File: src/hw/rtl/rse_pkg.sv
// Package for the Reed-Solomon encoder: constants, cell control struct, GF(2^8) helpers.
// Depends on nothing; used by the cell, control and top modules of the encoder.
`default_nettype none
package rse_pkg;

    localparam int MAX_PARITY_DEF   = 32;
    localparam int POLY_ORDER_RESET = 8;
    localparam int SYM_W            = 8;
    localparam int ORDER_W          = 5;
    localparam logic [SYM_W-1:0] FIELD_LOW = 8'h1D;
    localparam logic [SYM_W-1:0] FIELD_TOP = 8'h80;

    typedef logic [SYM_W-1:0] sym_t;

    typedef struct packed {
        logic clear;
        logic enc;
        logic shift;
        logic gen;
        sym_t fb;
        sym_t root;
    } cell_ctl_t;

    function automatic sym_t gf_xtime(input sym_t x);
        sym_t r;
        r = {x[SYM_W-2:0], 1'b0};
        if ((x & FIELD_TOP) != '0) begin
            r = r ^ FIELD_LOW;
        end
        return r;
    endfunction

    function automatic sym_t gf_mul(input sym_t a, input sym_t b);
        sym_t acc;
        sym_t x;
        acc = '0;
        x   = a;
        for (int k = 0; k < SYM_W; k++) begin
            if (b[k]) begin
                acc = acc ^ x;
            end
            x = gf_xtime(x);
        end
        return acc;
    endfunction

endpackage
`default_nettype wire

File: src/hw/rtl/rse_cell.sv
// One cell of the encoder chain: a remainder symbol and a generator coefficient.
// Depends on rse_pkg for the control struct and the GF(2^8) multiply.
`default_nettype none
module rse_cell
    import rse_pkg::*;
(
    input  wire logic      aclk,
    input  wire cell_ctl_t ctl,
    input  wire sym_t      g_left,
    input  wire sym_t      rem_right,
    output sym_t           g_out,
    output sym_t           rem_out
);

    sym_t g_reg, g_next;
    sym_t rem_reg, rem_next;
    sym_t mul_a, mul_b, prod;

    always_comb begin
        mul_a = ctl.gen ? ctl.root : ctl.fb;
        mul_b = ctl.gen ? g_left : g_reg;
        prod  = gf_mul(mul_a, mul_b);
        g_next   = g_reg;
        rem_next = rem_reg;
        if (ctl.clear) begin
            g_next   = '0;
            rem_next = '0;
        end else if (ctl.gen) begin
            g_next = g_reg ^ prod;
        end else if (ctl.enc) begin
            rem_next = rem_right ^ prod;
        end else if (ctl.shift) begin
            rem_next = rem_right;
        end
    end

    always_ff @(posedge aclk) begin
        g_reg   <= g_next;
        rem_reg <= rem_next;
    end

    assign g_out   = g_reg;
    assign rem_out = rem_reg;

endmodule
`default_nettype wire

File: src/hw/rtl/rse_ctrl.sv
// Control of the encoder: handshakes, output register, parity burst and generator build.
// Depends on rse_pkg; drives the cell chain through one control struct.
`default_nettype none
module rse_ctrl
    import rse_pkg::*;
#(
    parameter int MAX_PARITY = MAX_PARITY_DEF
) (
    input  wire logic               aclk,
    input  wire logic               aresetn,
    input  wire logic               s_tvalid,
    output logic                    s_tready,
    input  wire logic [SYM_W-1:0]   s_tdata,
    input  wire logic               s_tlast,
    output logic                    m_tvalid,
    input  wire logic               m_tready,
    output logic [SYM_W-1:0]        m_tdata,
    output logic                    m_tuser,
    output logic                    m_tlast,
    input  wire logic               cfg_wr_en,
    input  wire logic [ORDER_W-1:0] cfg_wr_data,
    input  wire sym_t               rem_head,
    output cell_ctl_t               ctl
);

    localparam int NW       = $clog2(MAX_PARITY + 1);
    localparam int HALF     = MAX_PARITY / 2;
    localparam int RST_ORD  = (POLY_ORDER_RESET > HALF) ? HALF : POLY_ORDER_RESET;
    localparam logic [NW-1:0] NSYM_RST = NW'(2 * RST_ORD);

    logic [NW-1:0] nsym_reg, nsym_next;
    logic [NW-1:0] gen_cnt_reg, gen_cnt_next;
    logic [NW-1:0] burst_cnt_reg, burst_cnt_next;
    sym_t          root_reg, root_next;
    logic          m_valid_reg, m_valid_next;
    sym_t          m_data_reg, m_data_next;
    logic          m_par_reg, m_par_next;
    logic          m_last_reg, m_last_next;

    logic          out_free;
    logic          accept;
    logic          shift_step;
    logic          gen_step;
    logic [NW-1:0] nsym_cfg;
    int            ord_int;

    always_comb begin
        ord_int = int'(cfg_wr_data);
        if (ord_int < 1) begin
            ord_int = 1;
        end else if (ord_int > HALF) begin
            ord_int = HALF;
        end
        nsym_cfg = NW'(2 * ord_int);
    end

    assign out_free   = !m_valid_reg || m_tready;
    assign s_tready   = (gen_cnt_reg == '0) && (burst_cnt_reg == '0) && out_free;
    assign accept     = s_tvalid && s_tready;
    assign shift_step = (burst_cnt_reg != '0) && out_free;
    assign gen_step   = gen_cnt_reg != '0;

    always_comb begin
        ctl.clear = !aresetn || cfg_wr_en;
        ctl.gen   = gen_step;
        ctl.enc   = accept;
        ctl.shift = shift_step;
        ctl.fb    = s_tdata ^ rem_head;
        ctl.root  = root_reg;
    end

    always_comb begin
        nsym_next      = nsym_reg;
        gen_cnt_next   = gen_cnt_reg;
        burst_cnt_next = burst_cnt_reg;
        root_next      = root_reg;
        m_valid_next   = m_valid_reg;
        m_data_next    = m_data_reg;
        m_par_next     = m_par_reg;
        m_last_next    = m_last_reg;

        if (gen_step) begin
            gen_cnt_next = gen_cnt_reg - NW'(1);
            root_next    = gf_xtime(root_reg);
        end

        if (accept) begin
            m_valid_next = 1'b1;
            m_data_next  = s_tdata;
            m_par_next   = 1'b0;
            m_last_next  = 1'b0;
            if (s_tlast) begin
                burst_cnt_next = nsym_reg;
            end
        end else if (shift_step) begin
            m_valid_next   = 1'b1;
            m_data_next    = rem_head;
            m_par_next     = 1'b1;
            m_last_next    = burst_cnt_reg == NW'(1);
            burst_cnt_next = burst_cnt_reg - NW'(1);
        end else if (m_tready) begin
            m_valid_next = 1'b0;
        end

        if (cfg_wr_en) begin
            nsym_next      = nsym_cfg;
            gen_cnt_next   = nsym_cfg;
            burst_cnt_next = '0;
            root_next      = 8'h01;
        end
    end

    always_ff @(posedge aclk) begin
        if (!aresetn) begin
            nsym_reg      <= NSYM_RST;
            gen_cnt_reg   <= NSYM_RST;
            burst_cnt_reg <= '0;
            root_reg      <= 8'h01;
            m_valid_reg   <= 1'b0;
        end else begin
            nsym_reg      <= nsym_next;
            gen_cnt_reg   <= gen_cnt_next;
            burst_cnt_reg <= burst_cnt_next;
            root_reg      <= root_next;
            m_valid_reg   <= m_valid_next;
        end
    end

    always_ff @(posedge aclk) begin
        m_data_reg <= m_data_next;
        m_par_reg  <= m_par_next;
        m_last_reg <= m_last_next;
    end

    assign m_tvalid = m_valid_reg;
    assign m_tdata  = m_data_reg;
    assign m_tuser  = m_par_reg;
    assign m_tlast  = m_last_reg;

endmodule
`default_nettype wire

File: src/hw/rtl/reed_solomon_systematic_encoder_top.sv
// A message item is held in the output register from the cycle after it is accepted.
// Throughput: one item per cycle within a message while m_tready does not stall the output;
// after an item with tlast the input stalls for the 2*order parity items (poly_order
// limited to 1 .. MAX_PARITY/2). Reset and every poly_order write clear the remainder
// and rebuild the generator in the chain, one root per cycle, with s_tready low.
// The systematic encoder over GF(2^8) with a chain of remainder and generator cells.
`default_nettype none
module reed_solomon_systematic_encoder_top
    import rse_pkg::*;
#(
    parameter int MAX_PARITY = MAX_PARITY_DEF
) (
    input  wire logic               aclk,
    input  wire logic               aresetn,
    input  wire logic               s_tvalid,
    output logic                    s_tready,
    input  wire logic [SYM_W-1:0]   s_tdata,      // data_symbol
    input  wire logic               s_tlast,
    output logic                    m_tvalid,
    input  wire logic               m_tready,
    output logic [SYM_W-1:0]        m_tdata,      // code_symbol
    output logic                    m_tuser,      // is_parity
    output logic                    m_tlast,
    input  wire logic               cfg_wr_en,
    input  wire logic [ORDER_W-1:0] cfg_wr_data
);

    cell_ctl_t ctl;
    sym_t      g_w   [MAX_PARITY];
    sym_t      rem_w [MAX_PARITY+1];

    assign rem_w[MAX_PARITY] = '0;

    rse_ctrl #(
        .MAX_PARITY (MAX_PARITY)
    ) u_ctrl (
        .aclk        (aclk),
        .aresetn     (aresetn),
        .s_tvalid    (s_tvalid),
        .s_tready    (s_tready),
        .s_tdata     (s_tdata),
        .s_tlast     (s_tlast),
        .m_tvalid    (m_tvalid),
        .m_tready    (m_tready),
        .m_tdata     (m_tdata),
        .m_tuser     (m_tuser),
        .m_tlast     (m_tlast),
        .cfg_wr_en   (cfg_wr_en),
        .cfg_wr_data (cfg_wr_data),
        .rem_head    (rem_w[0]),
        .ctl         (ctl)
    );

    for (genvar j = 0; j < MAX_PARITY; j++) begin : g_cell
        sym_t g_left;
        if (j == 0) begin : g_first
            assign g_left = 8'h01;
        end else begin : g_rest
            assign g_left = g_w[j-1];
        end
        rse_cell u_cell (
            .aclk      (aclk),
            .ctl       (ctl),
            .g_left    (g_left),
            .rem_right (rem_w[j+1]),
            .g_out     (g_w[j]),
            .rem_out   (rem_w[j])
        );
    end

endmodule
`default_nettype wire

File: config.mk
export PLATFORM = sky130hd
export DESIGN_NAME = reed_solomon_systematic_encoder_top
export DESIGN_NICKNAME = d
export VERILOG_FILES = /design/src/hw/rtl/rse_pkg.sv /design/src/hw/rtl/rse_cell.sv /design/src/hw/rtl/rse_ctrl.sv /design/src/hw/rtl/reed_solomon_systematic_encoder_top.sv
export SDC_FILE = /design/constraint.sdc
export NUM_CORES = 2
export LEC_CHECK = 0
export ABC_AREA = 1
export BUFFER_PORTS_ARGS = -buffer_cell sky130_fd_sc_hd__buf_4
export CAP_MARGIN = 20
export CORE_ASPECT_RATIO = 0.9
export CORE_MARGIN = 2
export CORE_UTILIZATION = 35
export CTS_CLUSTER_DIAMETER = 120
export DETAILED_ROUTE_END_ITERATION = 8
export PLACE_DENSITY = 0.47
export SLEW_MARGIN = 20
export SYNTH_ARGS = -nofsm -noshare
export SYNTH_HDL_FRONTEND = slang
export SYNTH_SLANG_ARGS = --single-unit
File: constraint.sdc
create_clock -name aclk -period 3.5 [get_ports aclk]
set_input_delay 0.175 -clock aclk [delete_from_list [all_inputs] [get_ports aclk]]
set_output_delay 0.175 -clock aclk [all_outputs]
set_load 0.02 [all_outputs]
Yosys cells after proc, flatten, opt, wreduce, memory -nomap -nowiden
Index checks and enable logic that the tools add are counted.
{"block": "word_totals", "input_bits": 19, "ff_bits": 548}
{"block": "classes", "mux": 373, "reduce_logical": 18, "addsub": 2, "order_cmp": 2, "bitwise": 298, "n_eq_ne": 2}
{"cell": "$mux W8", "n": 355}
{"cell": "$xor A8 B8 Y8", "n": 288}
{"cell": "$mux W5", "n": 10}
{"cell": "$not A4 Y4", "n": 8}
{"cell": "$mux W6", "n": 5}
{"cell": "$logic_not A6 Y1", "n": 2}
{"cell": "$reduce_bool A6 Y1", "n": 2}
{"cell": "$sub A6 B1 Y6 const B", "n": 2}
{"cell": "$eq A6 B1 Y1 const B", "n": 1}
{"cell": "$gt A5 B5 Y1 const B", "n": 1}
{"cell": "$lt A5 B1 Y1 const B", "n": 1}
{"cell": "$logic_and A1 B1 Y1", "n": 4}
{"cell": "$reduce_and A2 Y1", "n": 2}
{"cell": "$reduce_bool A2 Y1", "n": 2}
{"cell": "$mux W1", "n": 3}
{"cell": "$reduce_bool A3 Y1", "n": 1}
{"cell": "$logic_not A1 Y1", "n": 2}
{"cell": "$logic_or A1 B1 Y1", "n": 2}
{"cell": "$ne A2 B2 Y1 const B", "n": 1}
{"cell": "$not A1 Y1", "n": 2}
{"cell": "$reduce_or A2 Y1", "n": 1}

Depth between registers and ports, before layout
{"block": "depth", "depth_word": 20, "depth_mapped": 28, "ltp_nobuf": 26}

Modules after synthesis
From an unflattened synthesis, not the netlist that was laid out.
{"block": "unflattened", "hier_cells": 17508, "area_unflattened_um2": 89818.6}
{"module": "rse_cell at g_cell[10].u_cell ...", "area_each_um2": 2742.6, "seq_area_each_um2": 320.3, "instances": 31, "cells_each": 539}
{"module": "rse_cell at g_cell[0].u_cell", "area_each_um2": 2875.3, "seq_area_each_um2": 320.3, "instances": 1, "cells_each": 560}
{"module": "rse_ctrl", "area_each_um2": 1914.3, "seq_area_each_um2": 800.8, "instances": 1, "cells_each": 237}
{"module": "reed_solomon_systematic_encoder_top", "area_each_um2": 7.5, "seq_area_each_um2": 0.0, "instances": 1, "cells_each": 2}

Worst setup path before layout
Ideal clock, no wire load.
{"block": "synth_path", "path_kind": "reg2reg", "start": "register u_ctrl.gen_cnt_reg[0]", "end": "register g_cell[27].u_cell.rem_reg[0]", "setup_ns": 0.116, "arrival_ns": 2.911, "setup_slack_ns": 0.473, "stages_incl_launch_ff": 19, "path_buffers": 7, "path_cell_list": "dfxtp_1 -> inv_1 -> ha_1 -> nand3_4 -> buf_6 -> buf_6 -> buf_4 -> buf_2 -> buf_6 -> nor3_2 -> nand2_1 -> inv_2 -> buf_2 -> clkbuf_1 -> nand3_1 -> nand2_1 -> nand3_1 -> o211ai_1 -> inv_1"}
{"block": "synth_via", "word_cells_on_any_way": 37}
{"item": "start, declared", "line_no": "rse_ctrl.sv:32", "rtl": "logic [NW-1:0] gen_cnt_reg, gen_cnt_next;"}
{"item": "start signal, assigned", "line_no": "rse_ctrl.sv:122", "rtl": "gen_cnt_reg <= gen_cnt_next;"}
{"item": "$logic_not A6 Y1 (*)", "line_no": "rse_ctrl.sv:58", "rtl": "assign s_tready = (gen_cnt_reg == '0) && (burst_cnt_reg == '0) && out_free;"}
{"item": "$logic_and A1 B1 Y1 (*) (2 in series)", "line_no": "rse_ctrl.sv:58"}
{"item": "via s_tready", "line_no": "reed_solomon_systematic_encoder_top.sv:16", "rtl": "output logic s_tready,"}
{"item": "$logic_and A1 B1 Y1 (*)", "line_no": "rse_ctrl.sv:59", "rtl": "assign accept = s_tvalid && s_tready;"}
{"item": "$reduce_bool A2 Y1 (no line)"}
{"item": "$reduce_and A2 Y1 (no line)"}
{"item": "end signal, assigned", "line_no": "rse_cell.sv:39", "rtl": "rem_reg <= rem_next;"}
{"item": "end, declared", "line_no": "rse_cell.sv:16", "rtl": "sym_t rem_reg, rem_next;"}
The timed path passes the listed nets; every way through them passes the cells marked *.
A chain may end at the register's enable or synchronous reset.

Worst setup path in the final report
{"block": "layout_path", "start": "register u_ctrl.gen_cnt_reg[4]", "end": "register g_cell[3].u_cell.rem_reg[2]"}
{"block": "layout_via", "elab_chain_len": 20, "word_cells_on_any_way": 41}
{"item": "$reduce_bool A6 Y1", "line_no": "rse_ctrl.sv:61", "rtl": "assign gen_step = gen_cnt_reg != '0;"}
{"item": "$mux W8", "line_no": "rse_cell.sv:20", "rtl": "mul_a = ctl.gen ? ctl.root : ctl.fb;"}
{"item": "$not A4 Y4 (no line)"}
{"item": "$mux W5", "line_no": "rse_pkg.sv:27", "rtl": "if ((x & FIELD_TOP) != '0) begin"}
{"item": "$xor A8 B8 Y8", "line_no": "rse_pkg.sv:40", "rtl": "acc = acc ^ x;"}
{"item": "$mux W8", "line_no": "rse_pkg.sv:39", "rtl": "if (b[k]) begin"}
{"item": "$xor A8 B8 Y8", "line_no": "rse_pkg.sv:40"}
{"item": "$mux W8", "line_no": "rse_pkg.sv:39"}
{"item": "[4 not listed]"}
{"item": "$xor A8 B8 Y8", "line_no": "rse_pkg.sv:40"}
{"item": "$mux W8", "line_no": "rse_pkg.sv:39"}
{"item": "$xor A8 B8 Y8", "line_no": "rse_pkg.sv:40"}
{"item": "$mux W8", "line_no": "rse_pkg.sv:39"}
{"item": "$xor A8 B8 Y8", "line_no": "rse_pkg.sv:40"}
{"item": "$mux W8", "line_no": "rse_pkg.sv:39"}
{"item": "$xor A8 B8 Y8", "line_no": "rse_cell.sv:31", "rtl": "rem_next = rem_right ^ prod;"}
{"item": "$mux W8", "line_no": "rse_cell.sv:30", "rtl": "end else if (ctl.enc) begin"}
{"item": "end signal, assigned", "line_no": "rse_cell.sv:39"}
{"item": "end, declared", "line_no": "rse_cell.sv:16"}
Parallel ways exist; a longest one is shown, timed or not.

==> flow_summary.json <==
{
  "grt_max_degree": 144,
  "die_h_um": 405,
  "sw_frac_of_total_pct": 47.5,
  "drt_first_pass_iters": 6,
  "syn_avg_cell_area_sq_um": 5.52,
  "start_util_pct": 35.1,
  "post-place-ws_ps": -522,
  "end_kind": "flop",
  "path_delay_family": "simple AND/OR/NAND/NOR gates",
  "area_delta_synth_final_pct": 29.1,
  "p_per_area_nw_per_um2": 462,
  "avgViaCountPerCell": 5.17,
  "max-clock-path-buffers": 3,
  "period_needed_ps": 3440,
  "post-route-drc-count": 0,
  "portBuffers": 30,
  "core_sq_um": 178000,
  "rows": 147,
  "critPathLaunchType": "flop",
  "ys_ff_latch": 548,
  "synth-seq-area-share_pct": 17.7,
  "setup_viol": 0,
  "place.detailed.hpwl_mm": 220,
  "synthArstFlopShare_pct": 0,
  "die_w_um": 449,
  "antenna_found_initial": 10,
  "cp.arrival_ps": 4040,
  "grt_usage_pct": 31.5,
  "ys_types": 49,
  "hold_class": "input pin to flop",
  "outcome": "complete, no violations",
  "crit_buf_inv": 7,
  "drv_cap": 0,
  "drt_iter0_drc": 7749,
  "critPathSlowestCell": "dfxtp_1",
  "insertion_delay_ps": 740,
  "period_share_pct": 98.4,
  "cts_root_buf": "clkbuf_16",
  "cts_buffers": 79,
  "fmaxAchievable_mhz": 290,
  "final_max_slew_viol_count": 0,
  "io-pin-count": 31,
  "relSlewSlack_pct": 38.5,
  "syn_inst": 11313,
  "grt_overflow_total": 0,
  "drive_above_1_share_pct": 15.7,
  "cellLeakagePower_nw": 35.0,
  "switching_power_mw": 17.7,
  "finalClockSkew_ps": 42.1,
  "cts.sinks": 548,
  "die_area_sq_um": 182000,
  "rsz0062_at_grt": "yes",
  "tightestPinTransition_ps": 922,
  "cts_max_level": 3,
  "required_ps": 4100,
  "finalHoldViolCount": 0,
  "detail-route-antenna-nets": 0,
  "crit_path_max_fanout": 8,
  "gp_congestion": 0.940,
  "synthFlopType": "dfxtp_1",
  "ir_drop_v": 0.000669,
  "path_cells": "nor2_4 -> nand3_4 -> buf_12 -> buf_12 -> nand2_8 -> o21ai_4 -> nand2_4 -> nand2_8 -> buf_16 -> buf_12 -> buf_4 -> nand2_1 -> nand2_4 -> buf_12 -> buf_12 -> nor2_1 -> nand3_1 -> nand3_1 -> nand2_1 -> nand2_1 -> a21oi_1",
  "cts_tree": "done",
  "setup_tns_ps": 0,
  "seq_power_share_pct": 19.9,
  "yosys_warnings": 0,
  "power_frac_comb_pct": 56.3,
  "post_drt_wl_per_cell_um": 21.0,
  "power_frac_clock_pct": 23.8,
  "p_int_mw": 19.6,
  "worst-setup-path-type": "flop to flop",
  "grt_pass1_wl_mm": 434,
  "drt_wl_total_mm": 309,
  "max_stage_delay_ps": 350,
  "synthesis.nets": 11335,
  "final_net_count": 12315,
  "vias": 76222,
  "cpMostUsedCell": "buf_12",
  "synth_edf_count": 8,
  "grt_pass1_vias": 67645,
  "fin_ws_ps": 57.4,
  "clkSlewWorstSetupHoldPaths_ps": 60,
  "synth_area_sq_um": 62500
}
[repair_timing]
action | in CTS | in global routing
endpoints found under the hold margin | 26 | 0
hold buffers | 22 | 0
setup endpoints to repair | 261 | 452
pin swaps | 7 | 60
setup buffers | 16 | 67
gates cloned | 1 | 25
gates resized for setup | 21 | 432
[cell usage after synthesis, types with 8 or more instances]
cell | number | area, sq um
nor2_1 | 1012 | 3800
nand2_2 | 20 | 125
or2_1 | 46 | 288
buf_2 | 229 | 1150
o22ai_1 | 9 | 56.3
or2_2 | 14 | 87.6
nand4_1 | 158 | 988
o211a_1 | 8 | 80.1
inv_2 | 16 | 60.1
edfxtp_1 | 8 | 240
nand2_1 | 4105 | 15400
o21bai_1 | 33 | 248
o21ai_1 | 176 | 881
nor2_2 | 13 | 81.3
a21oi_1 | 490 | 2450
nand3b_1 | 234 | 1760
dfxtp_1 | 540 | 10800
o21a_1 | 9 | 67.6
o211ai_1 | 11 | 82.6
o21ai_2 | 69 | 604
buf_6 | 15 | 169
inv_1 | 1311 | 4920
a31oi_1 | 42 | 263
nand2b_1 | 9 | 56.3
buf_4 | 58 | 435
a21oi_2 | 22 | 193
xnor2_1 | 451 | 3950
o21ai_0 | 443 | 2220
clkbuf_1 | 148 | 556
nand3_1 | 911 | 4560
and2_1 | 17 | 106
buf_1 | 41 | 154
xor2_1 | 596 | 5220
nor3_1 | 20 | 100
[power groups by stage]
stage / sequential [mW] / clock [mW] / combinational, mW
CTS: 7.42 / 9.03 / 19.0
global placement: 7.54 / 0 / 18.6
floorplan: 7.38 / 0 / 9.14
finish: 7.43 / 8.86 / 21.0
global route: 7.48 / 9.22 / 22.0
detailed placement: 7.55 / 0 / 18.8
[logic make-up after synthesis]
logic type / count (synthesis) / share of synthesized area, %
XOR/XNOR: 1048 / 14.7
AND/OR/NAND/NOR: 6570 / 44.0
adder cells (fa/ha/maj): 3 / 0.0601
flip-flops: 548 / 17.7
AO/OA/AOI/OAI: 1325 / 11.7
buffers and inverters: 1819 / 11.9
[path summary, 6_finish.rpt]
kind | start | to | slack, ps | cells past startpoint
worst max register to register | u_ctrl.gen_cnt_reg[4] | g_cell[3].u_cell.rem_out[2] | 60 | 21
worst max-delay path | u_ctrl.gen_cnt_reg[4] | g_cell[3].u_cell.rem_out[2] | 60 | 21
worst min-delay path | s_tdata[4] | u_ctrl.m_tdata[4] | 60 | 3
worst min register to register | u_ctrl.nsym_reg[1] | u_ctrl.nsym_reg[1] | 460 | 2
[cell usage in the layout, fill, tap and decap left out, types with 15 or more instances in the layout]
cell type and count:
o21ai_2 63, nand2_1 4012, dlygate4sd3_1 22, clkbuf_16 99, buf_6 46, o21ai_1 190, xnor2_2 25, o21ai_4 22
clkbuf_8 21, inv_2 15, buf_4 1119, xnor2_1 426, nor2_2 62, o21ai_0 419, inv_1 1305, a31oi_1 42
or2_1 46, nor2_4 17, nand2_2 76, nand4_1 158, dfxtp_1 538, xor2_2 28, xor2_1 567, nor3_1 20
a21oi_2 29, nand3_1 888, o21bai_1 31, nand3_2 20, nand2_4 30, buf_12 155, nand3b_1 234, nor2_1 948
a21oi_1 483
[cell type report]
| type | instances | area [sq um] |
|---|---|---|
| antenna | 5 | 12.5 |
| sequential | 548 | 11100 |
| tap | 2384 | 2980 |
| clock buffer | 111 | 2310 |
| inverter | 1328 | 5030 |
| fill | 18948 | 97200 |
| clock inverter | 36 | 433 |
| multi-input combinational | 8949 | 45600 |
| timing repair buffer | 1387 | 13300 |
[worst register-to-register path: stages (launching register included)]
cell,delay (ps)
dfxtp_1,350
nor2_4,180
nand3_4,160
buf_12,200
buf_12,170
nand2_8,80
o21ai_4,130
nand2_4,170
nand2_8,100
buf_16,170
buf_12,150
buf_4,140
nand2_1,100
nand2_4,110
buf_12,170
buf_12,170
nor2_1,270
nand3_1,210
nand3_1,130
nand2_1,50
nand2_1,50
a21oi_1,50
[per-stage QoR]
stage	instance area, sq um	utilization, %	cells	power [mW]	hold slack, ps
2_1_floorplan	62500	-	11313	16.5	259
3_3_place_gp	74500	41.9	14468	26.2	423
3_5_place_dp	74500	41.9	14468	26.3	428
4_1_cts	77700	43.7	14653	35.4	53.5
5_1_grt	80700	45.4	14745	38.7	60.5
6_report	80700	45.4	14748	37.2	61.3
[metal layers]
layer	track usage [%]	vias up	share of wire, %
met4	9.82	8	3.8
met3	4.03	515	8.4
met5	0	-	0.018
met1	44.7	35322	45
li1	-	37351	-
met2	49.2	3026	42
No activity file was read; power rests on OpenSTA's default activity.
